## config.mk

```make
export PLATFORM = sky130hd
export DESIGN_NAME = sd_spi_command_engine_top
export DESIGN_NICKNAME = d
export VERILOG_FILES = /design/src/rtl/sdc_pkg.sv /design/src/rtl/sdc_front.sv /design/src/rtl/sdc_queue.sv /design/src/rtl/sdc_back.sv /design/src/rtl/sd_spi_command_engine_top.sv
export SDC_FILE = /design/constraint.sdc
export NUM_CORES = 1
export LEC_CHECK = 0
export ABC_CLOCK_PERIOD_IN_PS = 4650
export BUFFER_PORTS_ARGS = -buffer_cell sky130_fd_sc_hd__buf_2
export CAP_MARGIN = 20
export CORE_ASPECT_RATIO = 0.75
export CORE_MARGIN = 1.5
export CORE_UTILIZATION = 50
export CTS_BUF_LIST = sky130_fd_sc_hd__clkbuf_16
export DETAILED_ROUTE_END_ITERATION = 10
export PLACE_DENSITY = 0.69
export SYNTH_ARGS = -nofsm -noshare
export SYNTH_HDL_FRONTEND = slang
export SYNTH_HIERARCHICAL = 1
export SYNTH_SLANG_ARGS = --single-unit
```

## constraint.sdc

```tcl
create_clock -name aclk -period 4.65 [get_ports aclk]
set_clock_uncertainty 0.05 [all_clocks]
set_input_delay 0.465 -clock aclk [delete_from_list [all_inputs] [get_ports aclk]]
set_output_delay 0.465 -clock aclk [all_outputs]
set_load 0.01 [all_outputs]
```

## src/rtl/sdc_pkg.sv

```systemverilog
// ----------------------------------------------------------------------------
// sdc_pkg
// Shared types, constants and the CRC7 byte update for the SD SPI command
// engine.
// ----------------------------------------------------------------------------
package sdc_pkg;

    localparam logic [7:0] MAX_POLLS_RESET = 8'd52;
    localparam logic [7:0] IDLE_BYTE       = 8'hFF;
    localparam logic [1:0] START_TX_BITS   = 2'b01;
    localparam logic [6:0] CRC7_POLY       = 7'h09;

    // Frame byte positions within a command request
    localparam logic [2:0] FRAME_ARG_LAST = 3'd4;
    localparam logic [2:0] FRAME_END      = 3'd5;
    localparam logic [2:0] FRAME_POLL     = 3'd6;

    localparam logic       MODE_COMMAND = 1'b0;

    typedef enum logic [1:0] {
        JOB_CMD,
        JOB_POLL,
        JOB_RESP
    } job_kind_t;

    // One queued job, passed from the front to the back
    typedef struct packed {
        job_kind_t   kind;
        logic [5:0]  cmd_index;
        logic [31:0] argument;
        logic        crc_select;
        logic [7:0]  end_byte;
        logic [7:0]  rx_byte;
        logic        timed_out;
    } job_t;

    // CRC7 (x^7+x^3+1) advanced over one byte, MSB first
    function automatic logic [6:0] crc7_byte(input logic [6:0] crc_in,
                                             input logic [7:0] data);
        logic [6:0] crc;
        logic       fb;
        crc = crc_in;
        for (int b = 7; b >= 0; b--) begin
            fb  = crc[6] ^ data[b];
            crc = {crc[5:0], 1'b0};
            if (fb) begin
                crc = crc ^ CRC7_POLY;
            end
        end
        return crc;
    endfunction

endpackage

```

## src/rtl/sdc_front.sv

```systemverilog
// ----------------------------------------------------------------------------
// sdc_front
// Accepts requests, tracks the response wait and turns each request into
// a job for the back end (or drops a received byte when nothing waits).
// ----------------------------------------------------------------------------
module sdc_front
    import sdc_pkg::*;
(
    input  logic        aclk,
    input  logic        aresetn,
    input  logic        s_valid,
    output logic        s_ready,
    input  logic        s_mode,
    input  logic [5:0]  s_cmd_index,
    input  logic [31:0] s_argument,
    input  logic        s_crc_select,
    input  logic [7:0]  s_end_byte,
    input  logic [7:0]  s_rx_byte,
    input  logic [7:0]  max_polls,
    input  logic        q_full,
    output logic        q_push,
    output job_t        q_job
);

    logic       waiting_reg,    waiting_next;
    logic [7:0] poll_count_reg, poll_count_next;
    logic       accept;
    logic       ends_wait;

    assign s_ready = !q_full;
    assign accept  = s_valid && s_ready;

    // Wait ends on a real response or once the poll budget is spent
    assign ends_wait = (s_rx_byte != IDLE_BYTE) || (poll_count_reg >= max_polls);

    // Classify the request
    always_comb begin
        waiting_next    = waiting_reg;
        poll_count_next = poll_count_reg;
        q_push          = 1'b0;
        q_job.kind       = JOB_CMD;
        q_job.cmd_index  = s_cmd_index;
        q_job.argument   = s_argument;
        q_job.crc_select = s_crc_select;
        q_job.end_byte   = s_end_byte;
        q_job.rx_byte    = s_rx_byte;
        q_job.timed_out  = (s_rx_byte == IDLE_BYTE);
        if (accept) begin
            if (s_mode == MODE_COMMAND) begin
                q_push          = 1'b1;
                waiting_next    = 1'b1;
                poll_count_next = 8'd1;
            end else if (waiting_reg) begin
                q_push = 1'b1;
                if (ends_wait) begin
                    q_job.kind   = JOB_RESP;
                    waiting_next = 1'b0;
                end else begin
                    q_job.kind = JOB_POLL;
                    if (poll_count_reg != 8'hFF) begin
                        poll_count_next = poll_count_reg + 8'd1;
                    end
                end
            end
        end
    end

    always_ff @(posedge aclk) begin
        if (!aresetn) begin
            waiting_reg    <= 1'b0;
            poll_count_reg <= 8'd0;
        end else begin
            waiting_reg    <= waiting_next;
            poll_count_reg <= poll_count_next;
        end
    end

endmodule

```

## src/rtl/sdc_queue.sv

```systemverilog
// ----------------------------------------------------------------------------
// sdc_queue
// Two-entry job queue between the front and back ends.
// ----------------------------------------------------------------------------
module sdc_queue
    import sdc_pkg::*;
(
    input  logic aclk,
    input  logic aresetn,
    input  logic push,
    input  job_t push_job,
    input  logic pop,
    output logic full,
    output logic not_empty,
    output job_t head_job
);

    job_t       entry_reg [2];
    logic       wr_ptr_reg;
    logic       rd_ptr_reg;
    logic [1:0] count_reg;

    assign full      = (count_reg == 2'd2);
    assign not_empty = (count_reg != 2'd0);
    assign head_job  = entry_reg[rd_ptr_reg];

    // Storage
    always_ff @(posedge aclk) begin
        if (push) begin
            entry_reg[wr_ptr_reg] <= push_job;
        end
    end

    // Pointers and fill count
    always_ff @(posedge aclk) begin
        if (!aresetn) begin
            wr_ptr_reg <= 1'b0;
            rd_ptr_reg <= 1'b0;
            count_reg  <= 2'd0;
        end else begin
            if (push) begin
                wr_ptr_reg <= !wr_ptr_reg;
            end
            if (pop) begin
                rd_ptr_reg <= !rd_ptr_reg;
            end
            case ({push, pop})
                2'b10:   count_reg <= count_reg + 2'd1;
                2'b01:   count_reg <= count_reg - 2'd1;
                default: count_reg <= count_reg;
            endcase
        end
    end

endmodule

```

## src/rtl/sdc_back.sv

```systemverilog
// ----------------------------------------------------------------------------
// sdc_back
// Carries out queued jobs: sends the command frame byte by byte with a
// running CRC7, poll bytes and the response clocking byte, through a
// registered output stage.
// ----------------------------------------------------------------------------
module sdc_back
    import sdc_pkg::*;
(
    input  logic       aclk,
    input  logic       aresetn,
    input  logic       q_not_empty,
    input  job_t       q_head,
    output logic       q_pop,
    output logic       m_valid,
    input  logic       m_ready,
    output logic [7:0] m_tx_byte,
    output logic [7:0] m_response,
    output logic       m_response_valid,
    output logic       m_timed_out,
    output logic       m_last
);

    logic       busy_reg,  busy_next;
    logic [2:0] step_reg,  step_next;
    logic [6:0] crc_reg,   crc_next;
    job_t       job_reg,   job_next;

    logic       m_valid_reg;
    logic [7:0] tx_reg, resp_reg;
    logic       resp_valid_reg, timed_out_reg, last_reg;

    logic       out_free;
    logic       emit;
    logic [7:0] tx_byte;
    logic [7:0] resp_byte;
    logic       resp_valid;
    logic       timed_out;
    logic       last;
    logic [7:0] first_byte;

    assign out_free   = !m_valid_reg || m_ready;
    assign first_byte = {START_TX_BITS, q_head.cmd_index};

    // Job sequencer
    always_comb begin
        busy_next  = busy_reg;
        step_next  = step_reg;
        crc_next   = crc_reg;
        job_next   = job_reg;
        q_pop      = 1'b0;
        emit       = 1'b0;
        tx_byte    = IDLE_BYTE;
        resp_byte  = 8'd0;
        resp_valid = 1'b0;
        timed_out  = 1'b0;
        last       = 1'b0;
        if (busy_reg) begin
            if (out_free) begin
                emit      = 1'b1;
                step_next = step_reg + 3'd1;
                case (step_reg)
                    3'd1:      tx_byte = job_reg.argument[31:24];
                    3'd2:      tx_byte = job_reg.argument[23:16];
                    3'd3:      tx_byte = job_reg.argument[15:8];
                    3'd4:      tx_byte = job_reg.argument[7:0];
                    FRAME_END: tx_byte = job_reg.crc_select ?
                                         (job_reg.end_byte | 8'h01) : {crc_reg, 1'b1};
                    default:   tx_byte = IDLE_BYTE;
                endcase
                if (step_reg <= FRAME_ARG_LAST) begin
                    crc_next = crc7_byte(crc_reg, tx_byte);
                end
                if (step_reg == FRAME_POLL) begin
                    last      = 1'b1;
                    busy_next = 1'b0;
                end
            end
        end else if (q_not_empty && out_free) begin
            q_pop = 1'b1;
            emit  = 1'b1;
            unique case (q_head.kind)
                JOB_CMD: begin
                    tx_byte   = first_byte;
                    job_next  = q_head;
                    crc_next  = crc7_byte(7'd0, first_byte);
                    step_next = 3'd1;
                    busy_next = 1'b1;
                end
                JOB_POLL: begin
                    last = 1'b1;
                end
                JOB_RESP: begin
                    resp_byte  = q_head.rx_byte;
                    resp_valid = 1'b1;
                    timed_out  = q_head.timed_out;
                    last       = 1'b1;
                end
                default: begin
                    last = 1'b1;
                end
            endcase
        end
    end

    // Sequencer state
    always_ff @(posedge aclk) begin
        if (!aresetn) begin
            busy_reg <= 1'b0;
            step_reg <= 3'd0;
        end else begin
            busy_reg <= busy_next;
            step_reg <= step_next;
        end
    end

    always_ff @(posedge aclk) begin
        crc_reg <= crc_next;
        job_reg <= job_next;
    end

    // Output register
    always_ff @(posedge aclk) begin
        if (!aresetn) begin
            m_valid_reg <= 1'b0;
        end else if (out_free) begin
            m_valid_reg <= emit;
        end
    end

    always_ff @(posedge aclk) begin
        if (emit) begin
            tx_reg         <= tx_byte;
            resp_reg       <= resp_byte;
            resp_valid_reg <= resp_valid;
            timed_out_reg  <= timed_out;
            last_reg       <= last;
        end
    end

    assign m_valid          = m_valid_reg;
    assign m_tx_byte        = tx_reg;
    assign m_response       = resp_reg;
    assign m_response_valid = resp_valid_reg;
    assign m_timed_out      = timed_out_reg;
    assign m_last           = last_reg;

endmodule

```

## src/rtl/sd_spi_command_engine_top.sv

```systemverilog
// ----------------------------------------------------------------------------
// sd_spi_command_engine_top
// SD-card SPI-mode command engine: command frame with CRC7, response polling
// and R1 capture.
//
//   channel | direction | ports
//   --------+-----------+--------------------------------------------------
//   s_      | in        | s_valid/s_ready, mode, index, argument, crc, rx
//   m_      | out       | m_valid/m_ready, tx byte, response, flags, last
//   cfg_    | in        | cfg_valid/cfg_ready, cfg_max_polls
//
// A command request yields seven result bytes; a poll or response request
// made while a response is awaited yields one byte. The back end's byte
// sequencer produces these bytes; a two-entry job queue lets the front keep
// taking requests meanwhile. Synchronous active-low reset clears the wait
// state, the queue and the output register; max_polls returns to 52. A
// stalled m_ready holds the output byte and backs up through the queue.
// ----------------------------------------------------------------------------
module sd_spi_command_engine_top
    import sdc_pkg::*;
(
    input  logic        aclk,
    input  logic        aresetn,
    input  logic        s_valid,
    output logic        s_ready,
    input  logic        s_mode,
    input  logic [5:0]  s_cmd_index,
    input  logic [31:0] s_argument,
    input  logic        s_crc_select,
    input  logic [7:0]  s_end_byte,
    input  logic [7:0]  s_rx_byte,
    output logic        m_valid,
    input  logic        m_ready,
    output logic [7:0]  m_tx_byte,
    output logic [7:0]  m_response,
    output logic        m_response_valid,
    output logic        m_timed_out,
    output logic        m_last,
    input  logic        cfg_valid,
    output logic        cfg_ready,
    input  logic [7:0]  cfg_max_polls
);

    logic [7:0] max_polls_reg;
    logic       q_full;
    logic       q_push;
    logic       q_pop;
    logic       q_not_empty;
    job_t       q_job;
    job_t       q_head;

    // Configuration register
    assign cfg_ready = 1'b1;

    always_ff @(posedge aclk) begin
        if (!aresetn) begin
            max_polls_reg <= MAX_POLLS_RESET;
        end else if (cfg_valid && cfg_ready) begin
            max_polls_reg <= cfg_max_polls;
        end
    end

    sdc_front u_front (
        .aclk         (aclk),
        .aresetn      (aresetn),
        .s_valid      (s_valid),
        .s_ready      (s_ready),
        .s_mode       (s_mode),
        .s_cmd_index  (s_cmd_index),
        .s_argument   (s_argument),
        .s_crc_select (s_crc_select),
        .s_end_byte   (s_end_byte),
        .s_rx_byte    (s_rx_byte),
        .max_polls    (max_polls_reg),
        .q_full       (q_full),
        .q_push       (q_push),
        .q_job        (q_job)
    );

    sdc_queue u_queue (
        .aclk      (aclk),
        .aresetn   (aresetn),
        .push      (q_push),
        .push_job  (q_job),
        .pop       (q_pop),
        .full      (q_full),
        .not_empty (q_not_empty),
        .head_job  (q_head)
    );

    sdc_back u_back (
        .aclk             (aclk),
        .aresetn          (aresetn),
        .q_not_empty      (q_not_empty),
        .q_head           (q_head),
        .q_pop            (q_pop),
        .m_valid          (m_valid),
        .m_ready          (m_ready),
        .m_tx_byte        (m_tx_byte),
        .m_response       (m_response),
        .m_response_valid (m_response_valid),
        .m_timed_out      (m_timed_out),
        .m_last           (m_last)
    );

    // A response always closes its request
    assert property (@(posedge aclk) disable iff (!aresetn)
        m_valid && m_response_valid |-> m_last)
        else $error("response byte without last");

    // Timeout is only reported with an all-ones response
    assert property (@(posedge aclk) disable iff (!aresetn)
        m_valid && m_timed_out |-> m_response_valid && (m_response == IDLE_BYTE))
        else $error("timeout flag without idle response");

    // Every response and poll byte sent on the line is all ones
    assert property (@(posedge aclk) disable iff (!aresetn)
        m_valid && m_last |-> m_tx_byte == IDLE_BYTE)
        else $error("last byte is not a clocking byte");

    // The queue is never pushed while full
    assert property (@(posedge aclk) disable iff (!aresetn)
        q_full |-> !q_push)
        else $error("push into full job queue");

endmodule
```

# After elaboration in Yosys (flattened, before gate mapping)
# Memory sizes are Yosys's and may differ from the RTL's. A register that Yosys moved wholly into a read port is not among the register bits.
# Cells that the tools add are included.
[totals]
register_bits = 93
ram_bits = 116
in_bits = 69
out_inout_bits = 22
memories = 1
[op_classes]
add_sub_neg = 4
n_lt_le_gt_ge = 2
n_eq_ne = 18
mux = 108
bitwise = 32
reduce_logical = 19
[mem_list]
columns = ["name", "depth", "width", "rd", "rd_ports_with_merged_regs", "write_ports", "line_no", "rtl"]
rows = [
  ["u_queue.entry_reg", 2, 58, 1, 1, 1, "sdc_queue.sv:18", "job_t entry_reg [2];"],
]
[ops]
columns = ["op", "count"]
rows = [
  ["2-to-1 mux 7 bit", 47],
  ["2-to-1 mux 8 bit", 11],
  ["2-to-1 mux 4 bit", 15],
  ["one-hot mux 8 bit (5 select lines)", 1],
  ["NOT 2 bit", 15],
  ["2-to-1 mux 1 bit", 25],
  ["inequality test 8 bit (second input constant)", 2],
  ["XOR 1 bit", 14],
  ["2-to-1 mux 3 bit", 4],
  ["== test 3 bit (second input constant)", 3],
  ["adder 8 x 1 -> 8 bit (second input constant)", 1],
  ["== test 8 bit (second input constant)", 1],
  [">= comparator 8 bit", 1],
  ["2-to-1 mux 2 bit", 4],
  ["AND reduction 4 bit", 2],
  ["nonzero test 2 bit", 4],
  ["== test 2 bit (second input constant)", 3],
  ["== test 3 x 2 -> 1 bit (second input constant)", 2],
  ["inequality test 2 bit (second input constant)", 3],
  ["AND reduction 3 bit", 2],
  ["zero test 1 bit", 4],
  ["inequality test 2 x 1 -> 1 bit (second input constant)", 2],
  ["one-hot mux 2 bit (2 select lines)", 1],
  ["adder 3 x 1 -> 3 bit (second input constant)", 1],
  ["11 further kinds", 15],
]

# Longest topological paths before layout
[logic_depth]
word_depth = 44
ltp_mapped = 11

# Hierarchy
# The synthesis kept the hierarchy.
[by_module_without_submodules]
columns = ["mod", "n_inst", "cells_per_inst", "area_per_inst_um2"]
rows = [
  ["sdc_queue", 1, 202, 4393.0],
  ["sdc_back", 1, 222, 3198.1],
  ["sdc_front", 1, 174, 1296.2],
  ["sd_spi_command_engine_top", 1, 27, 305.3],
]

# Worst setup path after synthesis
# No wires, ideal clock.
[synth_timing]
path_type = "flip-flop to flip-flop"
from = "reg u_queue.count_reg[0]"
to = "mem u_queue/entry_reg[0][0] (netlist bit) (enable)"
arrival_time_ns = 3.668
slack_ns = 0.456
stages_incl_launch_ff = 7
n_path_buf = 1
synth_period_minus_slack_ns = 4.194
path_cell_list = "dfxtp_1 -> and2b_2 -> nand2b_1 -> buf_1 -> nor2_1 -> inv_1 -> nor2_1"
[synth_between]
elab_chain_len = 6
[synth_rtl]
columns = ["element", "line_no", "rtl"]
rows = [
  ["start: declaration", "sdc_queue.sv:21", "logic [1:0] count_reg;"],
  ["start signal: assignment", "sdc_queue.sv:48", "2'b10: count_reg <= count_reg + 2'd1;"],
  ["start signal: assignment", "sdc_queue.sv:49", "2'b01: count_reg <= count_reg - 2'd1;"],
  ["start signal: assignment", "sdc_queue.sv:50", "default: count_reg <= count_reg;"],
  ["== test 2 bit", "sdc_queue.sv:23", "assign full = (count_reg == 2'd2);"],
  ["via q_full", "sd_spi_command_engine_top.sv:45", "logic q_full;"],
  ["zero test 1 bit", "sdc_front.sv:30", "assign s_ready = !q_full;"],
  ["logical AND 1 bit", "sdc_front.sv:31", "assign accept = s_valid && s_ready;"],
  ["2-to-1 mux 1 bit", "sdc_front.sv:48", "if (accept) begin"],
  ["via q_push", "sd_spi_command_engine_top.sv:46", "logic q_push;"],
  ["2-to-1 mux 1 bit", "sdc_queue.sv:29", "if (push) begin"],
  ["2-to-1 mux 1 bit (implied by the code)", "sdc_queue.sv:30", "entry_reg[wr_ptr_reg] <= push_job;"],
  ["end: declaration", "sdc_queue.sv:18", ""],
]
# The timed path passes the listed nets, and every way through them passes these cells.

# Worst setup path in the final report
[layout_timing]
from = "reg u_back.step_reg[2]"
to = "reg u_back.crc_reg[4], data pin"
[layout_between]
elab_chain_len = 26
elab_cells_between_ends = 35
[layout_rtl]
columns = ["element", "line_no", "rtl"]
rows = [
  ["start: declaration", "sdc_back.sv:25", "logic [2:0] step_reg, step_next;"],
  ["start signal: assignment", "sdc_back.sv:113", "step_reg <= step_next;"],
  ["== test 3 bit, or another cell as far along", "sdc_back.sv:62", "case (step_reg)"],
  ["one-hot mux 8 bit (5 select lines) *", "sdc_back.sv:62", ""],
  ["2-to-1 mux 8 bit *", "sdc_back.sv:59", "if (out_free) begin"],
  ["2-to-1 mux 8 bit *", "sdc_back.sv:58", "if (busy_reg) begin"],
  ["XOR 1 bit", "sdc_pkg.sv:44", "fb = crc[6] ^ data[b];"],
  ["2-to-1 mux 4 bit", "sdc_pkg.sv:46", "if (fb) begin"],
  ["2-to-1 mux 7 bit", "sdc_back.sv:71", "if (step_reg <= FRAME_ARG_LAST) begin"],
  ["2-to-1 mux 7 bit", "sdc_back.sv:59", ""],
  ["[... 11 more ...]", "--", ""],
  ["2-to-1 mux 4 bit *", "sdc_pkg.sv:46", ""],
  ["2-to-1 mux 7 bit *", "sdc_back.sv:71", ""],
  ["2-to-1 mux 7 bit *", "sdc_back.sv:59", ""],
  ["2-to-1 mux 7 bit *", "sdc_back.sv:58", ""],
  ["2-to-1 mux 7 bit *", "sdc_back.sv:71", ""],
  ["2-to-1 mux 7 bit *", "sdc_back.sv:59", ""],
  ["2-to-1 mux 7 bit *", "sdc_back.sv:58", ""],
  ["via u_back.crc_next[4]", "sdc_back.sv:26", "logic [6:0] crc_reg, crc_next;"],
  ["end signal: assignment", "sdc_back.sv:118", "crc_reg <= crc_next;"],
  ["end: declaration", "sdc_back.sv:26", ""],
]
# The timed path passes the listed nets; every way through them passes the cells marked *. The select of a mux whose other input is x is not followed.
# A chain may end at the register's enable or synchronous reset.

==> impl_summary.log <==
[metrics] Post-CTS Repair Setup Buffers: 0
[metrics] Core Footprint: 17760 µm²
[metrics] Largest register FFs: 114
[metrics] count of instances resized after the clock tree is built: 0
[metrics] I/O Buffers: 88
[metrics] maximum clock frequency: 315.4 MHz
[metrics] Synth Net Count: 705
[metrics] kind of end point of the critical path: register
[metrics] most used cells in the layout excluding fill and tap cells: sky130_fd_sc_hd__edfxtp_1, sky130_fd_sc_hd__buf_2, sky130_fd_sc_hd__mux2_2
[metrics] share of post-route cells with drive strength above 1: 0.2935
[metrics] post-route worst hold slack: 113.5 ps
[metrics] warning count from the yosys run: 6
[metrics] post-CTS clock slew at the launch and capture registers of the worst setup and hold paths: 60 ps
[metrics] post-detailed-route via-to-cell ratio: 5.443
[metrics] Diodes inserted: 0
[metrics] path category of the worst min-delay check: primary input to register
[metrics] area grow syn2layout: 10.78%
[metrics] Comb power frac: 0.249
[metrics] CTS Sinks: 207
[metrics] Max Cap Violations: 0
[metrics] Die W: 158.9 µm
[metrics] slowest CP cell: sky130_fd_sc_hd__a2111oi_4
[metrics] count of nets after finishing: 748
[metrics] 1st-iter DRT viols: 355
[metrics] slew margin rel.: 0.3872
[metrics] effective utilization at floorplan: 0.5131
[metrics] Root Driver: sky130_fd_sc_hd__clkbuf_16
[metrics] clock tree from TritonCTS: yes
[metrics] Final period util: 0.6819
[metrics] number of global-route vias before repair: 4935
[metrics] worst supply voltage drop on vdd: 0.0003141 V
[metrics] Final ANT Viol Nets: 0
[metrics] initial antenna violation count: 0
[metrics] Cell Pwr Density: 566.6 nW/µm²
[metrics] overall power consumption: 5.720 mW
[metrics] startpoint-to-endpoint class of the critical path: register to register
[metrics] post-route setup TNS: 0 ps
[metrics] switching power summed over all nets: 1.572 mW
[metrics] internal power: 4.149 mW
[metrics] number of setup violations in the final report: 0
[metrics] post-synthesis cell area: 9114 µm²
[metrics] crit start category: register
[metrics] largest fanout on the critical path: 23
[metrics] switching part of the total power: 0.2748
[metrics] setup repair after global routing missed its margin: no
[metrics] floorplan die area: 19050 µm²
[metrics] total clock buffers created by CTS: 20
[metrics] sequential power share: 0.454
[metrics] H-tree Lvls: 1
[metrics] global-route wire length before repair: 26620 µm
[metrics] slew at the pin closest to its max-slew limit: 917.0 ps
[metrics] Chip Height: 119.9 µm
[metrics] global-route usage over all layers: 0.1805
[metrics] overflow left after global routing: 0
[metrics] leading cell type in the layout, fill and taps excluded: sky130_fd_sc_hd__edfxtp_1
[metrics] drt wl/cell: 18.49 µm
[metrics] Hold Buf Count CTS: 0
[metrics] pin count of the biggest net entering global routing: 42
[metrics] via total after detailed routing: 5008
[metrics] longest individual stage delay on the worst path: 760 ps
[metrics] Post-Synthesis Cells: 621
[metrics] count of standard-cell rows: 42
[metrics] number of optimization iterations in the first detailed-route pass: 7
[metrics] worst-path cell chain: buf_4 > inv_1 > ha_1 > a2111oi_4 > nand4b_1 > xor2_1 > xor3_1 > a21oi_1
[metrics] half-perimeter wire length after detailed placement: 11480 µm
[metrics] run status: complete, no violations
[metrics] power share of the clock group: 0.296
[metrics] Mapped Avg Cell Area: 14.68 µm²
[metrics] crit path DAT: 3450 ps
[metrics] DRC violations left: 0
[metrics] post-route non-filler standard cell count: 920
[metrics] cell leakage power: 3.585 nW
[metrics] final-report hold violation count: 0
[metrics] Boundary Pins: 91
[metrics] source-to-sink clock delay at the later pin of the worst-skew pair: 490 ps
[metrics] routability cong.: 0.8306
[metrics] max-slew violations: 0
[metrics] required time reported for the critical path endpoint: 4930 ps
[metrics] cell count after placement: 884
[metrics] Final Critical Period: 3171 ps
[metrics] final wirelength: 17010 µm
[metrics] number of buffers between clock root and the deepest sink: 3
final timing paths:
check / cells past startpoint / slack (ps) / from / endpoint
worst max-delay path: 8 / 1480 / u_back/step_reg[2] / u_back/crc_reg[4]
worst min-delay path: 1 / 110 / s_argument[2] / u_queue/entry_reg[1][20]
worst max register to register: 8 / 1480 / u_back/step_reg[2] / u_back/crc_reg[4]
worst min register to register: 2 / 440 / max_polls_reg[2] / max_polls_reg[2]
power by group through the flow:
stage / combinational [mW] / sequential, mW / clock [mW]
after global routing: 1.55 / 2.63 / 1.80
after CTS: 1.44 / 2.60 / 1.73
after detailed placement: 1.42 / 2.64 / 0
after global placement: 1.39 / 2.63 / 0
final: 1.43 / 2.60 / 1.69
after floorplan: 1.13 / 2.59 / 0
through the flow:
stage | setup slack (ps) | util | instance area, µm²
6_report | 1479 | 0.5684 | 10100
5_1_grt | 1304 | 0.5684 | 10100
4_1_cts | 1509 | 0.5684 | 10100
3_5_place_dp | 1527 | 0.5293 | 9402
3_3_place_gp | 1614 | 0.5293 | 9402
2_1_floorplan | 499.5 | - | 9114
critical path: cells and delay by family (launching register included):
family                     cells  cell delay [ps]
AOI/OAI and AO/OA              2              900
DFF                            1              310
xor gates and xnor gates       2              770
adders and majority gates      1              360
and+or+nand+nor                1              260
buffers and inverters          2              350
area by class of cell:
type | count | area (µm²)
fillers | 1444 | 7666
flip-flops and latches | 207 | 5947
clock buffers | 21 | 525.5
repair buffers | 95 | 493.0
inverters | 21 | 78.83
well taps | 242 | 302.8
multi-input cells | 319 | 2580
clock inverters | 15 | 168.9
metal layers:
layer	track usage	vias to the layer above	share of wire
li1	-	2351	-
met1	0.2723	2454	0.49
met2	0.2733	179	0.43
met3	0.03076	24	0.064
met4	0.04363	0	0.017
met5	0	-	0
Power figures use the tool's default switching activity.
